[config.mk]
export PLATFORM = sky130hd
export DESIGN_NAME = scis_ctrl
export DESIGN_NICKNAME = d
export VERILOG_FILES = /design/src/rtl/scis_pkg.sv /design/src/rtl/scis_ctrl.sv
export VERILOG_INCLUDE_DIRS = /design/src /design/src/rtl
export SDC_FILE = /design/constraint.sdc
export NUM_CORES = 1
export LEC_CHECK = 0
export BUFFER_PORTS_ARGS = -buffer_cell sky130_fd_sc_hd__buf_2
export CORE_MARGIN = 4
export CORE_UTILIZATION = 52
export DETAILED_ROUTE_END_ITERATION = 8
export PLACE_DENSITY = 0.9
export RECOVER_POWER = 50
export SYNTH_ARGS = -nofsm -noshare
export SYNTH_HDL_FRONTEND = slang
export SYNTH_SLANG_ARGS = --single-unit
[constraint.sdc]
create_clock -name clk -period 3.4 [get_ports clk]
set_input_delay 0.51 -clock clk [delete_from_list [all_inputs] [get_ports clk]]
set_output_delay 0.51 -clock clk [all_outputs]
set_load 0.02 [all_outputs]
[src/rtl/small_cpu_instruction_step_macros.svh]
// Assertion macros for the small CPU instruction step block.
// Included by the modules that carry concurrent assertions; needs clk and rst_n in scope.
`ifndef SMALL_CPU_INSTRUCTION_STEP_MACROS_SVH
`define SMALL_CPU_INSTRUCTION_STEP_MACROS_SVH
`ifndef SYNTHESIS
`define SCIS_ASSERT(lbl, prop) \
    lbl: assert property (@(posedge clk) disable iff (!rst_n) prop) \
        else $error("scis: assertion failed");
`define SCIS_ASSERT_NEVER(lbl, expr) \
    lbl: assert property (@(posedge clk) disable iff (!rst_n) !(expr)) \
        else $error("scis: forbidden condition");
`else
`define SCIS_ASSERT(lbl, prop)
`define SCIS_ASSERT_NEVER(lbl, expr)
`endif
`endif

[src/rtl/scis_pkg.sv]
// Shared types, opcodes and controller/datapath command and status structs.
// No dependencies.
package scis_pkg;

    localparam int MEM_BYTES_DEF = 256;

    typedef struct packed {
        logic        kind;
        logic [7:0]  load_address;
        logic [31:0] load_word;
        logic [3:0]  peek_register;
    } in_t;

    typedef struct packed {
        logic [7:0]  program_counter_out;
        logic        halted_out;
        logic        equal_flag_out;
        logic        less_flag_out;
        logic        greater_flag_out;
        logic [4:0]  opcode_out;
        logic [31:0] peek_value;
    } out_t;

    typedef enum logic [4:0] {
        OP_HLT   = 5'd0,
        OP_NOP   = 5'd1,
        OP_NOT   = 5'd2,
        OP_MOVR  = 5'd3,
        OP_CMP   = 5'd4,
        OP_LDBO  = 5'd5,
        OP_STBO  = 5'd6,
        OP_ADD   = 5'd7,
        OP_SUB   = 5'd8,
        OP_MUL   = 5'd9,
        OP_UDIV  = 5'd10,
        OP_AND   = 5'd11,
        OP_OR    = 5'd12,
        OP_XOR   = 5'd13,
        OP_LD    = 5'd14,
        OP_ST    = 5'd15,
        OP_MOVIL = 5'd16,
        OP_MOVIH = 5'd17,
        OP_ADDI  = 5'd18,
        OP_SUBI  = 5'd19,
        OP_MULI  = 5'd20,
        OP_UDIVI = 5'd21,
        OP_SHL   = 5'd22,
        OP_SHR   = 5'd23,
        OP_JE    = 5'd24,
        OP_JNE   = 5'd25,
        OP_JL    = 5'd26,
        OP_JLE   = 5'd27,
        OP_JG    = 5'd28,
        OP_JGE   = 5'd29,
        OP_JMP   = 5'd30,
        OP_RSV   = 5'd31
    } op_e;

    typedef enum logic [1:0] {RS_X, RS_Y, RS_Z, RS_PEEK} rsel_e;
    typedef enum logic [1:0] {CAP_NONE, CAP_A, CAP_B, CAP_C} cap_e;
    typedef enum logic [1:0] {WS_RES, WS_QUOT, WS_BUF} wsrc_e;
    typedef enum logic [1:0] {DS_LDADDR, DS_ADDR, DS_RR, DS_RI} div_src_e;

    typedef struct packed {
        logic     clr;
        logic     latch_item;
        logic     mem_rd;
        logic     mem_wr;
        logic     shift_in;
        logic     k_clr;
        logic     k_inc;
        rsel_e    rf_rsel;
        cap_e     cap;
        logic     div_start;
        div_src_e div_src;
        logic     base_from_pc;
        logic     base_from_addr;
        logic     load_ir;
        logic     alu_exec;
        logic     rf_wr;
        wsrc_e    wsrc;
        logic     pc_adv;
        logic     pc_jump;
        logic     set_flags;
        logic     set_halt;
    } cmd_t;

    typedef struct packed {
        logic clr_done;
        logic kind;
        logic halted;
        logic k_last;
        logic div_busy;
        op_e  opcode;
        logic jump_taken;
    } stat_t;

endpackage

[src/rtl/scis_ctrl.sv]
// Sequencer state machine: clearing pass, fetch, operand reads, execute and report.
// Depends on scis_pkg and the assertion macro header.
`include "small_cpu_instruction_step_macros.svh"
module scis_ctrl (
    input  logic            clk,
    input  logic            rst_n,
    input  logic            start,
    input  scis_pkg::stat_t st,
    output scis_pkg::cmd_t  cmd,
    output logic            busy,
    output logic            done
);
    import scis_pkg::*;

    typedef enum logic [19:0] {
        S_CLEAR = 20'd1 << 0,
        S_IDLE  = 20'd1 << 1,
        S_DISP  = 20'd1 << 2,
        S_FRD   = 20'd1 << 3,
        S_FCAP  = 20'd1 << 4,
        S_FDONE = 20'd1 << 5,
        S_RX    = 20'd1 << 6,
        S_RY    = 20'd1 << 7,
        S_RZ    = 20'd1 << 8,
        S_DEC   = 20'd1 << 9,
        S_OPS   = 20'd1 << 10,
        S_ALU   = 20'd1 << 11,
        S_WB    = 20'd1 << 12,
        S_UDIV  = 20'd1 << 13,
        S_MWR   = 20'd1 << 14,
        S_LRD   = 20'd1 << 15,
        S_LCAP  = 20'd1 << 16,
        S_LWB   = 20'd1 << 17,
        S_PEEK  = 20'd1 << 18,
        S_OUT   = 20'd1 << 19
    } state_t;

    state_t state_reg;
    state_t state_next;
    logic   is_store;

    assign is_store = (st.opcode == OP_STBO) || (st.opcode == OP_ST);

    always_ff @(posedge clk or negedge rst_n)
    begin
        if (!rst_n)
        begin
            state_reg <= S_CLEAR;
        end
        else
        begin
            state_reg <= state_next;
        end
    end

    always_comb
    begin
        state_next = state_reg;
        cmd        = '0;
        case (state_reg)
            S_CLEAR:
            begin
                cmd.clr = 1'b1;
                if (st.clr_done)
                begin
                    state_next = S_IDLE;
                end
            end
            S_IDLE:
            begin
                if (start)
                begin
                    cmd.latch_item = 1'b1;
                    state_next     = S_DISP;
                end
            end
            S_DISP:
            begin
                cmd.k_clr = 1'b1;
                if (!st.kind)
                begin
                    cmd.div_src        = DS_LDADDR;
                    cmd.base_from_addr = 1'b1;
                    state_next         = S_MWR;
                end
                else if (st.halted)
                begin
                    state_next = S_PEEK;
                end
                else
                begin
                    cmd.base_from_pc = 1'b1;
                    state_next       = S_FRD;
                end
            end
            S_FRD:
            begin
                cmd.mem_rd = 1'b1;
                state_next = S_FCAP;
            end
            S_FCAP:
            begin
                cmd.shift_in = 1'b1;
                cmd.k_inc    = 1'b1;
                state_next   = st.k_last ? S_FDONE : S_FRD;
            end
            S_FDONE:
            begin
                cmd.load_ir = 1'b1;
                state_next  = S_RX;
            end
            S_RX:
            begin
                cmd.rf_rsel = RS_X;
                state_next  = S_RY;
            end
            S_RY:
            begin
                cmd.rf_rsel = RS_Y;
                cmd.cap     = CAP_A;
                state_next  = S_RZ;
            end
            S_RZ:
            begin
                cmd.rf_rsel = RS_Z;
                cmd.cap     = CAP_B;
                state_next  = S_DEC;
            end
            S_DEC:
            begin
                cmd.cap    = CAP_C;
                state_next = S_OPS;
            end
            S_OPS:
            begin
                cmd.k_clr = 1'b1;
                if (st.opcode == OP_HLT)
                begin
                    cmd.set_halt = 1'b1;
                    state_next   = S_PEEK;
                end
                else if (st.opcode == OP_NOP)
                begin
                    cmd.pc_adv = 1'b1;
                    state_next = S_PEEK;
                end
                else if (st.opcode == OP_CMP)
                begin
                    cmd.set_flags = 1'b1;
                    cmd.pc_adv    = 1'b1;
                    state_next    = S_PEEK;
                end
                else if (st.opcode == OP_UDIV || st.opcode == OP_UDIVI)
                begin
                    cmd.div_start = 1'b1;
                    cmd.div_src   = (st.opcode == OP_UDIV) ? DS_RR : DS_RI;
                    state_next    = S_UDIV;
                end
                else if (st.opcode inside {OP_LDBO, OP_STBO, OP_LD, OP_ST})
                begin
                    cmd.div_src        = DS_ADDR;
                    cmd.base_from_addr = 1'b1;
                    state_next         = is_store ? S_MWR : S_LRD;
                end
                else if (st.opcode inside {[OP_JE:OP_JMP]})
                begin
                    cmd.pc_jump = st.jump_taken;
                    state_next  = S_PEEK;
                end
                else if (st.opcode == OP_RSV)
                begin
                    state_next = S_PEEK;
                end
                else
                begin
                    state_next = S_ALU;
                end
            end
            S_ALU:
            begin
                cmd.alu_exec = 1'b1;
                state_next   = S_WB;
            end
            S_WB:
            begin
                cmd.rf_wr  = 1'b1;
                cmd.wsrc   = WS_RES;
                cmd.pc_adv = 1'b1;
                state_next = S_PEEK;
            end
            S_UDIV:
            begin
                if (!st.div_busy)
                begin
                    cmd.rf_wr  = 1'b1;
                    cmd.wsrc   = WS_QUOT;
                    cmd.pc_adv = 1'b1;
                    state_next = S_PEEK;
                end
            end
            S_MWR:
            begin
                cmd.mem_wr = 1'b1;
                cmd.k_inc  = 1'b1;
                if (st.k_last)
                begin
                    cmd.pc_adv = st.kind;
                    state_next = S_PEEK;
                end
            end
            S_LRD:
            begin
                cmd.mem_rd = 1'b1;
                state_next = S_LCAP;
            end
            S_LCAP:
            begin
                cmd.shift_in = 1'b1;
                cmd.k_inc    = 1'b1;
                state_next   = st.k_last ? S_LWB : S_LRD;
            end
            S_LWB:
            begin
                cmd.rf_wr  = 1'b1;
                cmd.wsrc   = WS_BUF;
                cmd.pc_adv = 1'b1;
                state_next = S_PEEK;
            end
            S_PEEK:
            begin
                cmd.rf_rsel = RS_PEEK;
                state_next  = S_OUT;
            end
            S_OUT:
            begin
                cmd.rf_rsel = RS_PEEK;
                state_next  = S_IDLE;
            end
            default:
            begin
                state_next = S_IDLE;
            end
        endcase
    end

    assign busy = (state_reg != S_IDLE);
    assign done = (state_reg == S_OUT);

    `SCIS_ASSERT(a_accept_busy, start && !busy |=> busy)
    `SCIS_ASSERT(a_done_then_idle, done |=> !busy)
    `SCIS_ASSERT(a_div_runs, cmd.div_start |=> st.div_busy)
    `SCIS_ASSERT(a_div_free, cmd.div_start |-> !st.div_busy)
    `SCIS_ASSERT_NEVER(a_idle_quiet, !busy && (cmd.mem_wr || cmd.rf_wr || cmd.pc_adv))
endmodule

### Word-level counts from Yosys, hierarchy flattened

Index checks and enable logic that the tools add are counted.

* logic and storage cells: 111
* input port bits: 14
* output and inout bits: 27
* register bits: 20

* $lt $le $gt $ge: 2
* mux-type cells: 62
* equal/unequal tests: 34
* reduce and logical (&&, ||, !) cells: 12

Operator list (number)
* $pmux W20 S18: 1
* $mux W20: 11
* $mux W19: 2
* $mux W1: 31
* $eq A20 B1 Y1 const B: 1
* $eq A20 B10 Y1 const B: 1
* $eq A20 B11 Y1 const B: 1
* $eq A20 B12 Y1 const B: 1
* $eq A20 B13 Y1 const B: 1
* $eq A20 B14 Y1 const B: 1
* $eq A20 B15 Y1 const B: 1
* $eq A20 B16 Y1 const B: 1
* $eq A20 B17 Y1 const B: 1
* $eq A20 B18 Y1 const B: 1
* $eq A20 B19 Y1 const B: 1
* $eq A20 B2 Y1 const B: 1
* $eq A20 B20 Y1 const B: 1
* $eq A20 B3 Y1 const B: 1
* $eq A20 B4 Y1 const B: 1
* $eq A20 B5 Y1 const B: 1
* $eq A20 B6 Y1 const B: 1
* $eq A20 B7 Y1 const B: 1
* $eq A20 B8 Y1 const B: 1
* $eq A20 B9 Y1 const B: 1
* 25 further kinds: 45

### Longest topological paths before layout

* depth after elaboration: 9
* mapped depth: 8
* depth with buffers taken out: 6

### Least setup slack after synthesis

Ideal clock, no wire load.

* path kind: register to output
* start: register state_reg[1]
* end: output port cmd[1] (netlist bit)
* cell stages (with the launch flop): 7
* buffers on the path: 1
* data arrival time: 2.339 ns
* path slack: 0.551 ns
* data required time: 2.890 ns
* path through: dfrtp_1 > or4_1 > buf_2 > nor4_2 > nand4_1 > or3b_1 > nor4_2

RTL lines
* start: declaration: line scis_ctrl.sv:38 `state_t state_reg;`
* start signal: assignment: line scis_ctrl.sv:52 `state_reg <= state_next;`
* end: declaration: line scis_ctrl.sv:9 `output scis_pkg::cmd_t cmd,`

==> results.sh <==
export IMPL_status="complete, no violations"
export IMPL_startpoint_type="flip-flop"
export IMPL_fin_area_mm2=0.00182
export IMPL_dominantRegCellSynth="dfrtp_1"
export IMPL_clk_path_buf_depth=2
export IMPL_reg2reg_setup_slack_ps=970
export IMPL_ant_nets=0
export IMPL_synth_fp_nets=194
export IMPL_num_rows=19
export IMPL_dpl_cell_area_mm2=0.00176
export IMPL_ys_seq_elements=20
export IMPL_clock_root_buffer="clkbuf_4"
export IMPL_grt_ovfl_total=0
export IMPL_die_w_um=62.5
export IMPL_ys_seq_area_share_pct=32.5
export IMPL_area_delta_synth_final_pct=18.0
export IMPL_setup_violations=0
export IMPL_period_minus_slack_ps=3270
export IMPL_fmax_ghz=0.306
export IMPL_port_buffers=40
export IMPL_wl_per_cell_um=15.6
export IMPL_crit_end="cmd[0]"
export IMPL_cts_tree="built"
export IMPL_hold_viol=0
export IMPL_syn_cell_area_mm2=0.00154
export IMPL_report_final_slew_viol_count=0
export IMPL_largest_reg_flops=20
export IMPL_wirelength_um=3890
export IMPL_via_count=1570
export IMPL_critical_path_required_ps=2890
export IMPL_drt_pass1_iter_count=4
export IMPL_path_clk_slew_ps=120
export IMPL_syn_inst=180
export IMPL_drc=0
export IMPL_h_tree_depth=1
export IMPL_r2r_start="state_reg[5]"
export IMPL_period_share_pct=96.1
export IMPL_rsz0062_at_grt="true"
export IMPL_arrival_ps=2760
export IMPL_whs_path_depth=2
export IMPL_async_reset_ff_share_pct=100
export IMPL_initial_core_util_pct=55.0
export IMPL_cts_hold_fix_buffers=0
export IMPL_viasPerCell=6.28
export IMPL_final_common_cell="buf_2"
export IMPL_hp_class="in -> reg"
export IMPL_coreArea_mm2=0.00281
export IMPL_ir_drop_v=0.000215
export IMPL_nNetsFinal=234
export IMPL_timing_hold_ws_ps=322
export IMPL_drive_gt1_share_pct=28.3
export IMPL_p_leak_uw=0.000931
export IMPL_cap_violations=0
export IMPL_end_kind="primary output"
export IMPL_clock_skew_ps=8.03
export IMPL_mostFrequentLayoutCells="39 x buf_2, 19 x dfrtp_1, 17 x nor2_1, 12 x nand2_1, 10 x inv_1"
export IMPL_ys_types=53
export IMPL_antenna_cells=0
export IMPL_dp_slack_ps=326
export IMPL_grt_pass1_wl_um=6490
export IMPL_power_density_mw_per_mm2=480
export IMPL_cp_max_fo=6
export IMPL_worst_slack_ps=132
export IMPL_yosys_warnings=0
export IMPL_stdcell_count=250
export IMPL_num_io_pins=41
export IMPL_clock_sinks=20
export IMPL_gr_usage_all_layers_pct=20.0
export IMPL_avgSynthCellArea_um2=8.58
export IMPL_drt_initial_drc_count=119
export IMPL_reg2reg_depth=5
export IMPL_clk_latency_ps=310
export IMPL_dieArea_mm2=0.00391
export IMPL_synth_edf_count=0
export IMPL_place_gp_congestion=0.899
export IMPL_antenna_found_initial=0
export IMPL_grt_max_degree=21
export IMPL_numCtsBuffers=3
export IMPL_dp_cells=244
export IMPL_worst_pin_slew_ps=1040
export IMPL_worstSetupStartpoint="state_reg[13]"
export IMPL_slew_headroom_pct=30.5
export IMPL_fin_total_pwr_uw=875
export IMPL_reg2reg_to="state_reg[18]"
export IMPL_grt_pass1_vias=1433
export IMPL_dp_hpwl_um=2970
export IMPL_crit_type="reg -> out"
export IMPL_die_h_um=62.5
[power breakdown]
group          internal (µW)  switching, µW
clock network           65.4           74.5
logic                    182            273
registers                256           24.3
[cell usage after synthesis, types with 2 or more instances]
cell type / number / area share [%]
a211oi_1: 2 / 0.97
a21oi_1: 3 / 0.97
a22oi_1: 2 / 0.97
and2_1: 6 / 2.4
and3_1: 4 / 1.6
and4b_1: 2 / 1.3
buf_1: 2 / 0.49
buf_2: 3 / 0.97
clkbuf_1: 4 / 0.97
dfrtp_1: 19 / 31
inv_1: 10 / 2.4
nand2_1: 12 / 2.9
nand2b_1: 2 / 0.81
nand3_1: 5 / 1.6
nand3b_1: 2 / 0.97
nand4_1: 4 / 1.6
nand4b_1: 3 / 1.7
nor2_1: 17 / 4.1
nor2b_1: 4 / 1.6
nor3_1: 7 / 2.3
nor3b_1: 4 / 1.9
nor4_1: 6 / 2.4
nor4_2: 5 / 4.1
nor4_4: 2 / 2.8
nor4b_1: 4 / 2.3
o211ai_1: 4 / 1.9
o21ai_0: 3 / 0.97
o21ai_1: 2 / 0.65
o22ai_1: 2 / 0.81
or3_1: 3 / 1.2
or4_1: 2 / 0.97
or4_4: 3 / 2.2
xnor2_1: 5 / 2.8
xor2_1: 3 / 1.7
[cells by family (layout without fill, tap and decap cells)]
| group | count (synthesis) | after routing | share of synthesized area [%] |
|---|---|---|---|
| flops | 20 | 20 | 32.5 |
| simple gates | 100 | 100 | 42.8 |
| buf+inv | 21 | 60 | 5.59 |
| compound gates | 31 | 31 | 14.6 |
| xor+xnor | 8 | 8 | 4.54 |
[how the worst min path moves through the flow]
stage / start / endpoint / slack (ps)
after CTS: rst_n / state_reg[15] / 140
after global routing: st[10] / state_reg[0] / 330
after detailed placement: rst_n / state_reg[6] / 480
final: st[10] / state_reg[0] / 320
after floorplan: rst_n / state_reg[10] / 210
after global placement: rst_n / state_reg[6] / 470
[metrics by stage]
step / util [%] / setup TNS (ps)
global route: 64.9 / -64.4
floorplan: - / 0
finish: 64.9 / 0
detailed placement: 62.8 / 0
CTS: 64.2 / 0
global placement: 62.8 / 0
[worst max-delay path, stage by stage, from the launching register on]
cell and delay [ps]:
dfrtp_1 460, or4_4 610, nor4_2 280, nand4_1 250
buf_4 220, nor4_1 240, nor3b_1 210, buf_2 190
[layout make-up]
| cell class | count | area, µm² |
|---|---|---|
| flip-flops and latches | 20 | 502 |
| multi-input cells | 139 | 971 |
| fillers | 242 | 983 |
| well taps | 31 | 38.8 |
| clock buffers | 4 | 36.3 |
| inverters | 11 | 41.3 |
| repair buffers | 45 | 233 |
[per-layer routing]
metal | up-vias | track usage, % | wire [µm]
met5 | - | 0 | 0
met4 | 0 | 7.71 | 36
met3 | 4 | 2.52 | 289
met2 | 69 | 33.6 | 1850
met1 | 745 | 26.0 | 1710
li1 | 752 | - | -
[repair_timing]
action / in CTS / in global routing
pin swaps: 0 / 1
buffers inserted: 0 / 2
resized for setup: 1 / 2
setup endpoints to repair: 1 / 4
(Power assumes the default switching activity.)
